`src/svpwm_pkg.sv`:
```
// Shared widths, constants, sector codes and the front-to-back transaction type
// for the space vector PWM timing unit. No dependencies.
package svpwm_pkg;

  localparam int IN_W       = 16;
  localparam int PERIOD_W   = 15;
  localparam int Q15_SHIFT  = 15;
  localparam int PROD_W     = 31;
  localparam int ALPHA_S_W  = PROD_W - Q15_SHIFT;
  localparam int VR_W       = 18;
  localparam int XY_W       = 16;
  localparam int WIDE_W     = PERIOD_W + XY_W;
  localparam int SUM_W      = WIDE_W + 1;
  localparam int S_W        = SUM_W - Q15_SHIFT;
  localparam int DIFF_W     = S_W + 1;
  localparam int DUTY_W     = 16;
  localparam int SECTOR_W   = 3;

  localparam int QUEUE_DEPTH_DEF = 4;

  localparam logic signed [IN_W-1:0] SQRT3_HALF_Q15 = 16'sd28378;

  localparam logic [SECTOR_W-1:0] SECTOR_1 = 3'd1;
  localparam logic [SECTOR_W-1:0] SECTOR_2 = 3'd2;
  localparam logic [SECTOR_W-1:0] SECTOR_3 = 3'd3;
  localparam logic [SECTOR_W-1:0] SECTOR_4 = 3'd4;
  localparam logic [SECTOR_W-1:0] SECTOR_5 = 3'd5;
  localparam logic [SECTOR_W-1:0] SECTOR_6 = 3'd6;

  typedef struct packed {
    logic [SECTOR_W-1:0] sector;
    logic [XY_W-1:0]     x;
    logic [XY_W-1:0]     y;
  } svpwm_cls_t;

endpackage

```
`src/svpwm_ifs.sv`:
```
// Valid/ready channel interfaces for voltage demands, compare results and
// period configuration. Depends on svpwm_pkg.
interface svpwm_in_if;
  logic                                  valid;
  logic                                  ready;
  logic signed [svpwm_pkg::IN_W-1:0]     v_alpha;
  logic signed [svpwm_pkg::IN_W-1:0]     v_beta;
  modport source(output valid, output v_alpha, output v_beta, input ready);
  modport sink(input valid, input v_alpha, input v_beta, output ready);
endinterface

interface svpwm_out_if;
  logic                                  valid;
  logic                                  ready;
  logic [svpwm_pkg::DUTY_W-1:0]          duty_a;
  logic [svpwm_pkg::DUTY_W-1:0]          duty_b;
  logic [svpwm_pkg::DUTY_W-1:0]          duty_c;
  logic [svpwm_pkg::SECTOR_W-1:0]        sector_number;
  logic                                  overmodulated;
  modport source(output valid, output duty_a, output duty_b, output duty_c,
                 output sector_number, output overmodulated, input ready);
  modport sink(input valid, input duty_a, input duty_b, input duty_c,
               input sector_number, input overmodulated, output ready);
endinterface

interface svpwm_cfg_if;
  logic                                  valid;
  logic                                  ready;
  logic [svpwm_pkg::PERIOD_W-1:0]        timer_period;
  modport source(output valid, output timer_period, input ready);
  modport sink(input valid, input timer_period, output ready);
endinterface

```
`src/space_vector_pwm_timing_unit.sv`:
```
// Space vector PWM timing unit, center-aligned compare values from alpha/beta.
// A transaction passes two front stages, one queue slot and two back stages into the
// output register before its result is valid.
// Throughput: one transaction per cycle unless held by back-pressure from out_ch.ready.
// Reset clears all valid flags, empties the queue and sets the timer period to 0.
module space_vector_pwm_timing_unit #(
  parameter int QUEUE_DEPTH = svpwm_pkg::QUEUE_DEPTH_DEF
) (
  input  logic          clk,
  input  logic          rst_n,
  svpwm_cfg_if.sink     cfg_ch,
  svpwm_in_if.sink      in_ch,
  svpwm_out_if.source   out_ch
);
  import svpwm_pkg::*;

  localparam int CLS_W = $bits(svpwm_cls_t);

  logic [PERIOD_W-1:0] period_r;
  logic                f_valid;
  logic                f_ready;
  svpwm_cls_t          f_data;
  logic                q_valid;
  logic                q_ready;
  logic [CLS_W-1:0]    q_data;
  svpwm_cls_t          q_cls;

  assign cfg_ch.ready = 1'b1;

  always_ff @(posedge clk) begin
    if (!rst_n) begin
      period_r <= '0;
    end else if (cfg_ch.valid) begin
      period_r <= cfg_ch.timer_period;
    end
  end

  svpwm_front u_front (
    .clk       (clk),
    .rst_n     (rst_n),
    .in_ch     (in_ch),
    .cls_valid (f_valid),
    .cls_ready (f_ready),
    .cls_data  (f_data)
  );

  svpwm_fifo #(
    .DEPTH (QUEUE_DEPTH),
    .WIDTH (CLS_W)
  ) u_queue (
    .clk      (clk),
    .rst_n    (rst_n),
    .wr_valid (f_valid),
    .wr_ready (f_ready),
    .wr_data  (f_data),
    .rd_valid (q_valid),
    .rd_ready (q_ready),
    .rd_data  (q_data)
  );

  assign q_cls = q_data;

  svpwm_back u_back (
    .clk          (clk),
    .rst_n        (rst_n),
    .cls_valid    (q_valid),
    .cls_ready    (q_ready),
    .cls_data     (q_cls),
    .timer_period (period_r),
    .out_ch       (out_ch)
  );

endmodule

```
`src/svpwm_front.sv`:
```
// Front end: scales alpha, forms the reference voltages and classifies the
// sector with its two active-vector magnitudes. Depends on svpwm_pkg, svpwm_ifs.
module svpwm_front (
  input  logic                   clk,
  input  logic                   rst_n,
  svpwm_in_if.sink               in_ch,
  output logic                   cls_valid,
  input  logic                   cls_ready,
  output svpwm_pkg::svpwm_cls_t  cls_data
);
  import svpwm_pkg::*;

  logic                         s1_vld_r;
  logic                         s2_vld_r;
  logic                         s1_ready;
  logic                         s2_ready;
  logic signed [PROD_W-1:0]     prod_r;
  logic signed [PROD_W-1:0]     prod_nxt;
  logic signed [IN_W-1:0]       beta_r;
  logic signed [ALPHA_S_W-1:0]  alpha_s;
  logic signed [VR_W-1:0]       neg_beta;
  logic signed [VR_W-1:0]       hb;
  logic signed [VR_W-1:0]       vr1;
  logic signed [VR_W-1:0]       vr2;
  logic signed [VR_W-1:0]       vr3;
  logic signed [VR_W-1:0]       xv;
  logic signed [VR_W-1:0]       yv;
  logic [SECTOR_W-1:0]          sector;
  svpwm_cls_t                   cls_r;
  svpwm_cls_t                   cls_nxt;

  assign s2_ready    = !s2_vld_r || cls_ready;
  assign s1_ready    = !s1_vld_r || s2_ready;
  assign in_ch.ready = s1_ready;
  assign cls_valid   = s2_vld_r;
  assign cls_data    = cls_r;

  assign prod_nxt = PROD_W'(in_ch.v_alpha) * PROD_W'(SQRT3_HALF_Q15);

  assign alpha_s  = $signed(prod_r[PROD_W-1:Q15_SHIFT]);
  assign neg_beta = -VR_W'(beta_r);
  assign hb       = (neg_beta + $signed({{(VR_W-1){1'b0}}, neg_beta[VR_W-1]})) >>> 1;
  assign vr1      = VR_W'(beta_r);
  assign vr2      = hb + VR_W'(alpha_s);
  assign vr3      = hb - VR_W'(alpha_s);

  always_comb begin
    if (!vr1[VR_W-1]) begin
      if (!vr2[VR_W-1]) begin
        sector = SECTOR_1;
        xv     = vr2;
        yv     = vr1;
      end else if (!vr3[VR_W-1]) begin
        sector = SECTOR_3;
        xv     = vr1;
        yv     = vr3;
      end else begin
        sector = SECTOR_2;
        xv     = -vr2;
        yv     = -vr3;
      end
    end else begin
      if (!vr2[VR_W-1]) begin
        if (!vr3[VR_W-1]) begin
          sector = SECTOR_5;
          xv     = vr3;
          yv     = vr2;
        end else begin
          sector = SECTOR_6;
          xv     = -vr3;
          yv     = -vr1;
        end
      end else begin
        sector = SECTOR_4;
        xv     = -vr1;
        yv     = -vr2;
      end
    end
  end

  always_comb begin
    cls_nxt.sector = sector;
    cls_nxt.x      = xv[XY_W-1:0];
    cls_nxt.y      = yv[XY_W-1:0];
  end

  always_ff @(posedge clk) begin
    if (!rst_n) begin
      s1_vld_r <= 1'b0;
      s2_vld_r <= 1'b0;
    end else begin
      if (s1_ready) begin
        s1_vld_r <= in_ch.valid;
      end
      if (s2_ready) begin
        s2_vld_r <= s1_vld_r;
      end
    end
  end

  always_ff @(posedge clk) begin
    if (s1_ready && in_ch.valid) begin
      prod_r <= prod_nxt;
      beta_r <= in_ch.v_beta;
    end
    if (s2_ready && s1_vld_r) begin
      cls_r <= cls_nxt;
    end
  end

endmodule

```
`src/svpwm_fifo.sv`:
```
// Short transaction queue between the front and back ends.
// Depends on nothing but its parameters.
module svpwm_fifo #(
  parameter int DEPTH = 4,
  parameter int WIDTH = 35
) (
  input  logic             clk,
  input  logic             rst_n,
  input  logic             wr_valid,
  output logic             wr_ready,
  input  logic [WIDTH-1:0] wr_data,
  output logic             rd_valid,
  input  logic             rd_ready,
  output logic [WIDTH-1:0] rd_data
);
  localparam int IDX_W = (DEPTH > 1) ? $clog2(DEPTH) : 1;
  localparam int CNT_W = $clog2(DEPTH + 1);

  logic [WIDTH-1:0] mem_r [DEPTH];
  logic [IDX_W-1:0] wr_ptr_r;
  logic [IDX_W-1:0] rd_ptr_r;
  logic [CNT_W-1:0] count_r;
  logic [IDX_W-1:0] wr_ptr_nxt;
  logic [IDX_W-1:0] rd_ptr_nxt;
  logic [CNT_W-1:0] count_nxt;
  logic             push;
  logic             pop;

  assign wr_ready = (count_r != CNT_W'(DEPTH));
  assign rd_valid = (count_r != '0);
  assign rd_data  = mem_r[rd_ptr_r];
  assign push     = wr_valid && wr_ready;
  assign pop      = rd_valid && rd_ready;

  assign wr_ptr_nxt = (wr_ptr_r == IDX_W'(DEPTH - 1)) ? '0 : wr_ptr_r + IDX_W'(1);
  assign rd_ptr_nxt = (rd_ptr_r == IDX_W'(DEPTH - 1)) ? '0 : rd_ptr_r + IDX_W'(1);

  always_comb begin
    count_nxt = count_r;
    if (push && !pop) begin
      count_nxt = count_r + CNT_W'(1);
    end else if (pop && !push) begin
      count_nxt = count_r - CNT_W'(1);
    end
  end

  always_ff @(posedge clk) begin
    if (!rst_n) begin
      wr_ptr_r <= '0;
      rd_ptr_r <= '0;
      count_r  <= '0;
    end else begin
      count_r <= count_nxt;
      if (push) begin
        wr_ptr_r <= wr_ptr_nxt;
      end
      if (pop) begin
        rd_ptr_r <= rd_ptr_nxt;
      end
    end
  end

  always_ff @(posedge clk) begin
    if (push) begin
      mem_r[wr_ptr_r] <= wr_data;
    end
  end

endmodule

```
`src/svpwm_back.sv`:
```
// Back end: scales the active magnitudes by the period, forms the center-aligned
// compare values and maps them onto phases. Depends on svpwm_pkg, svpwm_ifs.
module svpwm_back (
  input  logic                            clk,
  input  logic                            rst_n,
  input  logic                            cls_valid,
  output logic                            cls_ready,
  input  svpwm_pkg::svpwm_cls_t           cls_data,
  input  logic [svpwm_pkg::PERIOD_W-1:0]  timer_period,
  svpwm_out_if.source                     out_ch
);
  import svpwm_pkg::*;

  logic                        b1_vld_r;
  logic                        b2_vld_r;
  logic                        out_vld_r;
  logic                        b1_ready;
  logic                        b2_ready;
  logic                        out_ready;
  logic [WIDE_W-1:0]           xw_r;
  logic [WIDE_W-1:0]           yw_r;
  logic [PERIOD_W-1:0]         p_r;
  logic [SECTOR_W-1:0]         sec1_r;
  logic [SUM_W-1:0]            sum;
  logic [S_W-1:0]              s_val;
  logic signed [DIFF_W-1:0]    d_val;
  logic signed [DIFF_W-1:0]    tc_full;
  logic [DUTY_W-1:0]           tc_nxt;
  logic                        ovf_nxt;
  logic [DUTY_W-1:0]           tc_r;
  logic [DUTY_W-1:0]           xs_r;
  logic [DUTY_W-1:0]           ys_r;
  logic                        ovf_r;
  logic [SECTOR_W-1:0]         sec2_r;
  logic [DUTY_W-1:0]           tb;
  logic [DUTY_W-1:0]           ta;
  logic [DUTY_W-1:0]           da_nxt;
  logic [DUTY_W-1:0]           db_nxt;
  logic [DUTY_W-1:0]           dc_nxt;
  logic [DUTY_W-1:0]           da_r;
  logic [DUTY_W-1:0]           db_r;
  logic [DUTY_W-1:0]           dc_r;
  logic [SECTOR_W-1:0]         sec_out_r;
  logic                        ovf_out_r;

  assign out_ready = !out_vld_r || out_ch.ready;
  assign b2_ready  = !b2_vld_r || out_ready;
  assign b1_ready  = !b1_vld_r || b2_ready;
  assign cls_ready = b1_ready;

  assign sum     = {1'b0, xw_r} + {1'b0, yw_r};
  assign s_val   = sum[SUM_W-1:Q15_SHIFT];
  assign d_val   = $signed({{(DIFF_W-PERIOD_W){1'b0}}, p_r})
                 - $signed({{(DIFF_W-S_W){1'b0}}, s_val});
  assign tc_full = (d_val + $signed({{(DIFF_W-1){1'b0}}, d_val[DIFF_W-1]})) >>> 1;
  assign tc_nxt  = tc_full[DUTY_W-1:0];
  assign ovf_nxt = (s_val > {{(S_W-PERIOD_W){1'b0}}, p_r});

  assign tb = tc_r + ys_r;
  assign ta = tb + xs_r;

  always_comb begin
    case (sec2_r)
      SECTOR_1: begin
        da_nxt = ta;
        db_nxt = tb;
        dc_nxt = tc_r;
      end
      SECTOR_2: begin
        da_nxt = tb;
        db_nxt = ta;
        dc_nxt = tc_r;
      end
      SECTOR_3: begin
        da_nxt = tc_r;
        db_nxt = ta;
        dc_nxt = tb;
      end
      SECTOR_4: begin
        da_nxt = tc_r;
        db_nxt = tb;
        dc_nxt = ta;
      end
      SECTOR_5: begin
        da_nxt = tb;
        db_nxt = tc_r;
        dc_nxt = ta;
      end
      default: begin
        da_nxt = ta;
        db_nxt = tc_r;
        dc_nxt = tb;
      end
    endcase
  end

  always_ff @(posedge clk) begin
    if (!rst_n) begin
      b1_vld_r  <= 1'b0;
      b2_vld_r  <= 1'b0;
      out_vld_r <= 1'b0;
    end else begin
      if (b1_ready) begin
        b1_vld_r <= cls_valid;
      end
      if (b2_ready) begin
        b2_vld_r <= b1_vld_r;
      end
      if (out_ready) begin
        out_vld_r <= b2_vld_r;
      end
    end
  end

  always_ff @(posedge clk) begin
    if (b1_ready && cls_valid) begin
      xw_r   <= WIDE_W'(timer_period) * WIDE_W'(cls_data.x);
      yw_r   <= WIDE_W'(timer_period) * WIDE_W'(cls_data.y);
      p_r    <= timer_period;
      sec1_r <= cls_data.sector;
    end
    if (b2_ready && b1_vld_r) begin
      tc_r   <= tc_nxt;
      xs_r   <= xw_r[WIDE_W-1:Q15_SHIFT];
      ys_r   <= yw_r[WIDE_W-1:Q15_SHIFT];
      ovf_r  <= ovf_nxt;
      sec2_r <= sec1_r;
    end
    if (out_ready && b2_vld_r) begin
      da_r      <= da_nxt;
      db_r      <= db_nxt;
      dc_r      <= dc_nxt;
      sec_out_r <= sec2_r;
      ovf_out_r <= ovf_r;
    end
  end

  assign out_ch.valid         = out_vld_r;
  assign out_ch.duty_a        = da_r;
  assign out_ch.duty_b        = db_r;
  assign out_ch.duty_c        = dc_r;
  assign out_ch.sector_number = sec_out_r;
  assign out_ch.overmodulated = ovf_out_r;

endmodule

```
`src/flat_wrapper.sv`:
```
// flat-port wrapper written by rule: the top's interface ports become plain ports
module space_vector_pwm_timing_unit_flat import svpwm_pkg::*;
#(
  parameter int QUEUE_DEPTH = svpwm_pkg::QUEUE_DEPTH_DEF
)
  (clk, rst_n, cfg_ch_valid, cfg_ch_timer_period, cfg_ch_ready, in_ch_valid, in_ch_v_alpha, in_ch_v_beta, in_ch_ready, out_ch_valid, out_ch_duty_a, out_ch_duty_b, out_ch_duty_c, out_ch_sector_number, out_ch_overmodulated, out_ch_ready);
  svpwm_cfg_if cfg_ch_i ();
  svpwm_in_if in_ch_i ();
  svpwm_out_if out_ch_i ();
  input  logic clk;
  input  logic rst_n;
  input wire logic [$bits(cfg_ch_i.valid)-1:0] cfg_ch_valid;
  input wire logic [$bits(cfg_ch_i.timer_period)-1:0] cfg_ch_timer_period;
  output wire logic [$bits(cfg_ch_i.ready)-1:0] cfg_ch_ready;
  input wire logic [$bits(in_ch_i.valid)-1:0] in_ch_valid;
  input wire logic [$bits(in_ch_i.v_alpha)-1:0] in_ch_v_alpha;
  input wire logic [$bits(in_ch_i.v_beta)-1:0] in_ch_v_beta;
  output wire logic [$bits(in_ch_i.ready)-1:0] in_ch_ready;
  output wire logic [$bits(out_ch_i.valid)-1:0] out_ch_valid;
  output wire logic [$bits(out_ch_i.duty_a)-1:0] out_ch_duty_a;
  output wire logic [$bits(out_ch_i.duty_b)-1:0] out_ch_duty_b;
  output wire logic [$bits(out_ch_i.duty_c)-1:0] out_ch_duty_c;
  output wire logic [$bits(out_ch_i.sector_number)-1:0] out_ch_sector_number;
  output wire logic [$bits(out_ch_i.overmodulated)-1:0] out_ch_overmodulated;
  input wire logic [$bits(out_ch_i.ready)-1:0] out_ch_ready;
  assign cfg_ch_i.valid = cfg_ch_valid;
  assign cfg_ch_i.timer_period = cfg_ch_timer_period;
  assign cfg_ch_ready = cfg_ch_i.ready;
  assign in_ch_i.valid = in_ch_valid;
  assign in_ch_i.v_alpha = in_ch_v_alpha;
  assign in_ch_i.v_beta = in_ch_v_beta;
  assign in_ch_ready = in_ch_i.ready;
  assign out_ch_valid = out_ch_i.valid;
  assign out_ch_duty_a = out_ch_i.duty_a;
  assign out_ch_duty_b = out_ch_i.duty_b;
  assign out_ch_duty_c = out_ch_i.duty_c;
  assign out_ch_sector_number = out_ch_i.sector_number;
  assign out_ch_overmodulated = out_ch_i.overmodulated;
  assign out_ch_i.ready = out_ch_ready;
  space_vector_pwm_timing_unit #(.QUEUE_DEPTH(QUEUE_DEPTH)) u_core (.clk(clk), .rst_n(rst_n), .cfg_ch(cfg_ch_i), .in_ch(in_ch_i), .out_ch(out_ch_i));
endmodule
```
`config.mk`:
```
export PLATFORM = sky130hd
export DESIGN_NAME = space_vector_pwm_timing_unit_flat
export DESIGN_NICKNAME = d
export VERILOG_FILES = /design/src/svpwm_pkg.sv /design/src/svpwm_ifs.sv /design/src/space_vector_pwm_timing_unit.sv /design/src/svpwm_front.sv /design/src/svpwm_fifo.sv /design/src/svpwm_back.sv /design/src/flat_wrapper.sv
export SDC_FILE = /design/constraint.sdc
export NUM_CORES = 2
export LEC_CHECK = 0
export BUFFER_PORTS_ARGS = -buffer_cell sky130_fd_sc_hd__buf_2
export CORE_MARGIN = 8
export CORE_UTILIZATION = 59
export CTS_CLUSTER_DIAMETER = 50
export DETAILED_ROUTE_END_ITERATION = 10
export GPL_TIMING_DRIVEN = 0
export MAX_ROUTING_LAYER = met4
export PLACE_DENSITY_LB_ADDON = 0.25
export SLEW_MARGIN = 20
export SYNTH_ARGS = -nofsm -noshare
export SYNTH_HDL_FRONTEND = slang
export SYNTH_HIERARCHICAL = 1
export SYNTH_SLANG_ARGS = --single-unit
```
`constraint.sdc`:
```
create_clock -name clk -period 8.1 [get_ports clk]
set_clock_uncertainty 0.2 [all_clocks]
set_input_delay 1.215 -clock clk [delete_from_list [all_inputs] [get_ports clk]]
set_output_delay 1.215 -clock clk [all_outputs]
set_load 0.02 [all_outputs]
```
==> metrics.md <==
| Metric | Value |
|---|---|
| CTS root buffer | clkbuf_16 |
| WS Path Type | flop to flop |
| Area of the multi-input gates | 28,200 µm² |
| Die area | 82,900 µm² |
| Layout cells sized above 1 | 0.0934 |
| # H-tree levels | 2 |
| Worst EP required | around 8.3 ns |
| Core area | around 73,000 µm² |
| DRT Wirelength | 112,000 µm |
| First-pass GRT wire length | between 150,000 and 200,000 µm |
| Routed Antenna Nets | 0 |
| Commonest cells post-synth | 652 x inv_1, 486 x fa_1, 407 x ha_1 |
| Critical Path Source Type | flop |
| Worst-case reg-to-reg path depth | 27 |
| Finished Layout Cells | 5,296 |
| Filler instances | 5,813 |
| Register area | 12,300 µm² |
| Drt via density | about 5.9 |
| Flop-to-flop setup slack | approximately 0.22 ns |
| Antenna violations before repair | 1 |
| Mapped Nets | 5,069 |
| Skew-Pair Late Insertion Delay | 0.63 ns |
| CTS Buf Count | 52 |
| Routability cong. | approximately 1 |
| Syn Inst Count | 4,124 |
| Setup crit end | u_core/u_back/xw_r[29] |
| Avg Inst Size Synth | 10.6 µm² |
| Layout Nets | around 5.2k |
| Gr ovfl total | 0 |
| Area growth, synth to finish | 8.94% |
| GRT Total Usage | 0.282 |
| Largest net degree at the start of global routing | 36 |
| Clk slew on worst S/H paths | roughly 0.060 ns |
| Synth unique cells | 122 |
| CTS Hold Buffers Added | 0 |
| Ys flop type | edfxtp_1 |
| Hold crit path type | flop to flop |
| Reg-to-Reg End | u_core/u_back/xw_r[29] |
| # placed instances | 5,197 |
| Post-synth EDFFs | 391 |
| Min Tclk post-route | 7.88 ns |
| Max Freq | 127 MHz |
| Cell with the most instances after synthesis | inv_1 |
| DRC violations left | 0 |
| Flops & latches, synth | 420 |
| CP Max Fanout | 10 |
| WP data arrival | 8.06 ns |
| Synth Warn # | 6 |
| Antenna Cells | 0 |
| Die Span X | 288 µm |
| Share of the synthesized area in the top cell type | 0.269 |
| Status | finished clean |
| Site row count | 99 |
| Die Y | 288 µm |
| RSZ-0062 raised after global routing | true |
| First-pass DRT Iterations | 6 |
| Hold Crit Depth | 0 |
| Final Max Slew Viols | 0 |
| Cell taking the most area after synthesis | edfxtp_1 |
| Post-Syn Area | 43,600 µm² |
| Final hold violations | 0 |
| Vias in the first global route | 31.9k |
| CP Capture Type | flop |
| Sequential area share after synthesis | 0.283 |
| TritonCTS clock tree | done |
| Clock Tree Buf Depth | 3 |
| Worst slew pin tran | 1.06 ns |
| First-iteration detailed-routing DRC count | 2,439 |
| Area contributors post-synth | edfxtp_1 27%, fa_1 22%, ha_1 12%, inv_1 5.6%, and2_1 4.2% |
| HPWL after DPL | 90,000 µm |
| PortBufs | 104 |
| Clock sink count | 420 |
| Initial Util | 0.597 |
| Final Setup Violations | 0 |
| WL per Instance | 21.1 µm |
| Fraction of registers with async set/reset | 0 |
| Ports | approximately 110 |
| Slew HR | 0.286 |
| Tcrit/Tclk final | 0.973 |
| Max_cap viols | 0 |
| Vias | 31.2k |
-- per-stage QoR --
stage | hold slack, ns | worst slack [ns] | util | instance area [µm²] | TNS (ns)
floorplan | 0.200 | 0.581 | - | 43600 | 0
global placement | 0.203 | -0.888 | 0.620 | 45300 | -7.35
detailed placement | 0.205 | -0.839 | 0.624 | 45600 | -7.71
CTS | 0.213 | -0.00512 | 0.649 | 47400 | -0.00613
global route | 0.227 | -0.0220 | 0.650 | 47500 | -0.0220
finish | 0.216 | 0.221 | 0.650 | 47500 | 0
-- how the worst min path moves through the flow --
stage	to	startpoint
2_1_floorplan	u_core/u_back/out_ch.overmodulated	u_core/u_back/ovf_r
3_3_place_gp	u_core/u_back/sec2_r[2]	u_core/u_back/sec1_r[2]
3_5_place_dp	u_core/u_back/sec2_r[0]	u_core/u_back/sec1_r[0]
4_1_cts	u_core/u_back/sec2_r[0]	u_core/u_back/sec1_r[0]
5_1_grt	u_core/u_back/sec2_r[2]	u_core/u_back/sec1_r[2]
6_report	u_core/u_back/sec2_r[0]	u_core/u_back/sec1_r[0]
-- per-layer routing --
metal,GRT usage,part of all wire
met3,0.0487,0.076
met4,0.105,0.042
met5,-,0
met1,0.360,0.41
met2,0.451,0.47
-- cell usage in the layout (no fill, tap or decap), drive strengths merged, types with 11 or more instances in the layout --
| cell | n |
|---|---|
| or2 | 16 |
| a221o | 17 |
| o21ai | 99 |
| and3 | 22 |
| nor4 | 13 |
| xnor2 | 142 |
| fa | 486 |
| nand2b | 23 |
| a21oi | 143 |
| o31ai | 11 |
| clkinv | 19 |
| nor3 | 70 |
| inv | 667 |
| nand4 | 19 |
| and2 | 293 |
| nand2 | 329 |
| a21o | 45 |
| a211oi | 24 |
| dfxtp | 29 |
| ha | 407 |
| a22oi | 19 |
| xor2 | 63 |
| o211ai | 21 |
| o22ai | 27 |
| o21bai | 22 |
| buf | 169 |
| nor2 | 165 |
| clkbuf | 168 |
| or3 | 15 |
| o21a | 40 |
| mux4 | 50 |
| edfxtp | 391 |
| mux2i | 34 |
| a31oi | 16 |
| nor2b | 46 |
| a221oi | 13 |
| nand3 | 60 |
-- state kept, by name, summed over array words and instances (netlist names), 15 cells and up, named ones only --
| name | cells |
|---|---|
| u_core/period_r | 15 |
| u_core/u_back/out_ch.duty_a | 16 |
| u_core/u_back/out_ch.duty_b | 16 |
| u_core/u_back/out_ch.duty_c | 16 |
| u_core/u_back/p_r | 15 |
| u_core/u_back/tc_r | 16 |
| u_core/u_back/xs_r | 16 |
| u_core/u_back/xw_r | 31 |
| u_core/u_back/ys_r | 16 |
| u_core/u_back/yw_r | 31 |
| u_core/u_front/beta_r | 16 |
| u_core/u_front/cls_data | 35 |
| u_core/u_front/prod_r | 16 |
| u_core/u_queue/mem_r | 140 |
-- area by class of cell --
class | instances | area share
Multi-Input combinational cell | 2891 | 0.593
Sequential cell | 420 | 0.259
Inverter | 652 | 0.0515
Clock buffer | 60 | 0.0287
Tap cell | 959 | 0.0253
Timing Repair Buffer | 129 | 0.0182
Buffer | 148 | 0.0164
Clock inverter | 37 | 0.00737
-- worst max-delay path, stage by stage (launching register included) --
cell	delay [ns]
dfxtp_1	0.32
buf_6	0.20
buf_6	0.22
mux4_2	0.63
clkbuf_2	0.29
and2_1	0.24
fa_1	0.50
inv_1	0.05
fa_1	0.55
inv_1	0.06
fa_1	0.52
fa_1	0.44
fa_1	0.55
inv_1	0.05
fa_1	0.53
inv_1	0.05
ha_1	0.35
and3_1	0.25
a221oi_2	0.35
o21bai_1	0.13
a21o_1	0.20
nand2_1	0.06
o311ai_1	0.15
nand3_1	0.14
a31oi_1	0.13
a21o_1	0.20
a21oi_1	0.17
xnor2_1	0.11
-- kinds of logic after synthesis --
kind of cell,Yosys count,synth area share
AOI/OAI and AO/OA,592,0.0938
buffers and inverters,813,0.0739
muxes,88,0.0347
adders and majority gates,894,0.340
other,1,0.0000860
xor gates and xnor gates,206,0.0420
DFF,420,0.283
and+or+nand+nor,1110,0.133
-- repair_timing --
action	in CTS	in global routing
setup buffers	5	10
pin swaps	2	3
resized for setup	23	28
endpoints found under the setup margin	21	10
Power is not shown: default switching activity piles up to over one toggle a cycle in this logic, so the estimate is an artifact.
